[config.mk]
export PLATFORM = sky130hd
export DESIGN_NAME = adam_ram
export DESIGN_NICKNAME = d
export VERILOG_FILES = /design/src/rtl/core/assert_macros.svh /design/src/rtl/core/adam_ram.sv
export SDC_FILE = /design/constraint.sdc
export NUM_CORES = 1
export LEC_CHECK = 0
export BUFFER_PORTS_ARGS = -buffer_cell sky130_fd_sc_hd__buf_4
export CAP_MARGIN = 0
export CORE_MARGIN = 5
export CORE_UTILIZATION = 45
export DETAILED_ROUTE_END_ITERATION = 7
export RECOVER_POWER = 100
export SLEW_MARGIN = 20
export SYNTH_ARGS = -nofsm -noshare
export SYNTH_HDL_FRONTEND = slang
export SYNTH_SLANG_ARGS = --single-unit
[constraint.sdc]
create_clock -name clk_i -period 3.1 [get_ports clk_i]
set_input_delay 0.31 -clock clk_i [delete_from_list [all_inputs] [get_ports clk_i]]
set_output_delay 0.31 -clock clk_i [all_outputs]
set_load 0.02 [all_outputs]
[src/rtl/core/assert_macros.svh]
// Assertion macros for the RTL in this folder.
// No dependencies; included inside module bodies.
`ifndef ASSERT_MACROS_SVH
`define ASSERT_MACROS_SVH

// Property that must hold at every clock edge outside reset.
`define ASSERT_ALWAYS(lbl, clk, rst_n, prop, msg) \
  lbl: assert property (@(posedge clk) disable iff (!rst_n) (prop)) else $error(msg);

// Implication whose consequent is checked in the cycle after the antecedent.
`define ASSERT_NEXT(lbl, clk, rst_n, ante, cons, msg) \
  lbl: assert property (@(posedge clk) disable iff (!rst_n) (ante) |=> (cons)) else $error(msg);

`endif

[src/rtl/core/adam_ram.sv]
// Generic single-write, single-read RAM with registered read data.
// No dependencies.
`timescale 1ns / 1ps

module adam_ram #(
  parameter int unsigned Width = 8,
  parameter int unsigned Depth = 16,
  localparam int unsigned AddrW = (Depth > 1) ? $clog2(Depth) : 1
) (
  input  logic             clk_i,
  input  logic             we_i,
  input  logic [AddrW-1:0] waddr_i,
  input  logic [Width-1:0] wdata_i,
  input  logic             re_i,
  input  logic [AddrW-1:0] raddr_i,
  output logic [Width-1:0] rdata_o
);

  logic [Width-1:0] mem_q [Depth];
  logic [Width-1:0] rdata_q;

  always_ff @(posedge clk_i) begin
    if (we_i) begin
      mem_q[waddr_i] <= wdata_i;
    end
    if (re_i) begin
      rdata_q <= mem_q[raddr_i];
    end
  end

  assign rdata_o = rdata_q;

endmodule

==> flow_metrics.tcl <==
set metrics [dict create \
    port_buffers 26 \
    cp-end-kind "flop" \
    busiest_layer "met2" \
    final_max_slew_viol_count 0 \
    core-area_um2 11400 \
    clockPowerShare_pct 41.8 \
    synth_fp_nets 248 \
    reg2reg_depth 3 \
    io_pins 27 \
    fin_tns_setup_ns 0 \
    min_path_type "in2reg" \
    synth-main-ff-cell "edfxtp_1" \
    postCtsSetupRepairBufs 0 \
    yosysMostFrequentCell "edfxtp_1" \
    dieWidth_um 118 \
    ys.warnings.count 0 \
    cts-resized-gates 0 \
    globalplace.congestion 0.731 \
    startpoint_type "input pin" \
    cts_max_level 4 \
    whs_path_depth 1 \
    use_met2_pct 22.0 \
    drv_cap 0 \
    p_leak_uw 0.00190 \
    clock-sinks 136 \
    grt_use_total_pct 14.8 \
    synthTopCellsByCount "edfxtp_1 (136), mux4_2 (18), a22oi_1 (16)" \
    worstPathCellList "clkbuf_2 > mux4_1 > a22oi_1 > nand2_1" \
    power.switching_uw 771 \
    via_count 2336 \
    timing.fmax_ghz 0.476 \
    die_height_um 118 \
    hpwl_um 5880 \
    initialDrtViolationCount 169 \
    yosysSeqAreaShare_pct 78.1 \
    crit_slowest_cell "clkbuf_2" \
    slew_headroom_pct 21.4 \
    wl_per_cell_um 22.7 \
    rows 39 \
    clkTransAtPathRegs_ns 0.05 \
    netlist_area_um2 5230 \
    cts_buffer_depth 2 \
    dieArea_um2 13900 \
    hp-start "wdata_i[0]" \
    synth_edf_count 136 \
    synth_top_area_share_pct 78.1 \
    async_flop_share_pct 0 \
    whs_endpoint "mem_q[2][0]$_DFFE_PP_" \
    max_stage_delay_ns 0.84 \
    grt_pass1_vias 2428 \
    status "finished clean" \
    yosys-top-cells-area "edfxtp_1 (78%), mux4_2 (7.8%), mux4_1 (7.0%)" \
    r2r_start "mem_q[9][4]$_DFFE_PP_" \
    grt_start_max_net_pins 33 \
    grt_use_met1_pct 20.3 \
    synth_cells 229 \
    power.internal_uw 3130 \
    initial_core_util_pct 45.8 \
    ant_nets 0 \
    grt_pass1_wl_um 14600 \
    whs_ns 0.424 \
    r2r_slack_ns 1.59 \
    dp_worst_setup_slack_ns 0.930 \
    finalHoldViolations 0 \
    worstMarginPinSlew_ns 1.18 \
    rsz0062_at_grt "false" \
    syn2layout_area_growth_pct 13.6 \
    ctsHoldBuffers 0 \
    combinationalPowerShare_pct 4.6 \
    synth_cell_type_count 18 \
    drt_wl_total_um 9620 \
    clock_skew_ns 0.00979 \
    cts_root_buf "clkbuf_16" \
    power.share.switching_pct 19.8 \
    gr-usage-met3_pct 5.19 \
    routed_via_density 5.51 \
    n_antenna_cell 0 \
    ys_ff_latch 136 \
    power_density_nw_per_um2 656 \
    drc 0 \
    worst_slack_ns 0.998 \
    period_share_pct 67.8 \
    antenna_found_initial 0 \
    path_max_fanout 32 \
    arrival_ns 2.25 \
    p_seq_share_pct 53.6 \
    critical_path_class "in2reg" \
    grt.overflow.total 0 \
    finish.utilization_pct 52.0 \
    r2r_end "rdata_o[4]$_DFFE_PP_" \
    yosys.area.top_type "edfxtp_1" \
    syn_area_per_cell_um2 22.8 \
    clk_latency_ns 0.41 \
    setup_viol 0 \
    peakVddDrop_v 0.000378 \
    cts_buffers 17 \
    drt_first_pass_iters 4 \
    fin_crit_ns 2.10 \
    fin_nets 290 \
    drive_gt1_share_pct 16.0 \
    cts_tree "yes" \
    required_ns 3.24 \
]
## critical path: cells and delay by family
kind / cells / cell delay (ns)
AO/OA/AOI/OAI: 1 / 0.32
buffers and inverters: 1 / 0.84
multiplexers: 1 / 0.66
AND/OR/NAND/NOR: 1 / 0.08
## metrics by stage
| stage | total power, µW | cell area [µm²] | std cells |
|---|---|---|---|
| final | 3900 | 5940 | 424 |
| after detailed placement | 2320 | 5570 | 395 |
| after global routing | 4030 | 5940 | 424 |
| after CTS | 3940 | 6040 | 424 |
| after floorplan | 2230 | 5230 | 229 |
| after global placement | 2320 | 5570 | 395 |
## registers in the layout (all words and copies together) (netlist names)
| register | cells |
|---|---|
| mem_q | 128 |
| rdata_o | 8 |
## final cells by class
type                       count  area (µm²)
multi-input combinational     83        1060
tap                          143         179
timing repair buffer          33         144
clock buffer                  20         437
clock inverter                 9        37.5
fill                         918        5480
sequential                   136        4080
## cell families (layout without fill, tap and decap cells)
family                 after synthesis  in the layout  synth area share, %
muxes                               32             32                 14.8
AOI/OAI and AO/OA                   16             16                 2.30
DFF                                136            136                 78.1
buffers and inverters               10             62                 1.65
and+or+nand+nor                     35             35                 3.14
## cell usage in the layout (no fill, tap or decap), types with 2 or more instances in the layout
master and instances:
edfxtp_1 136, clkbuf_1 30, mux4_2 18, clkbuf_16 17, a22oi_1 16, mux4_1 14
nor2_1 13, nand2_1 9, clkinv_1 6, buf_4 5, nor3_1 4, clkinv_2 3
nand3b_1 2, nand2b_1 2
## worst max-delay path by stage
stage | slack [ns] | endpoint | startpoint
2_1_floorplan | 1.30 | mem_q[0][0]$_DFFE_PP_ | waddr_i[2]
3_3_place_gp | 0.91 | rdata_o[4]$_DFFE_PP_ | raddr_i[0]
3_5_place_dp | 0.93 | rdata_o[4]$_DFFE_PP_ | raddr_i[0]
4_1_cts | 1.35 | rdata_o[4]$_DFFE_PP_ | raddr_i[0]
5_1_grt | 0.83 | rdata_o[4]$_DFFE_PP_ | raddr_i[0]
6_report | 1.0 | rdata_o[4]$_DFFE_PP_ | raddr_i[0]
## power groups by stage
| stage | clock network, µW | registers [µW] | logic (µW) |
|---|---|---|---|
| 2_1_floorplan | 0 | 2130 | 105 |
| 3_3_place_gp | 0 | 2120 | 198 |
| 3_5_place_dp | 0 | 2120 | 201 |
| 4_1_cts | 1660 | 2090 | 201 |
| 5_1_grt | 1750 | 2090 | 197 |
| 6_report | 1630 | 2090 | 181 |
## layer usage
layer | wire (µm) | share of wire (%)
met5 | 0 | 0
met4 | 128 | 1.3
met3 | 368 | 3.8
met2 | 4630 | 48
met1 | 4490 | 47
Power figures use the tool's default switching activity.
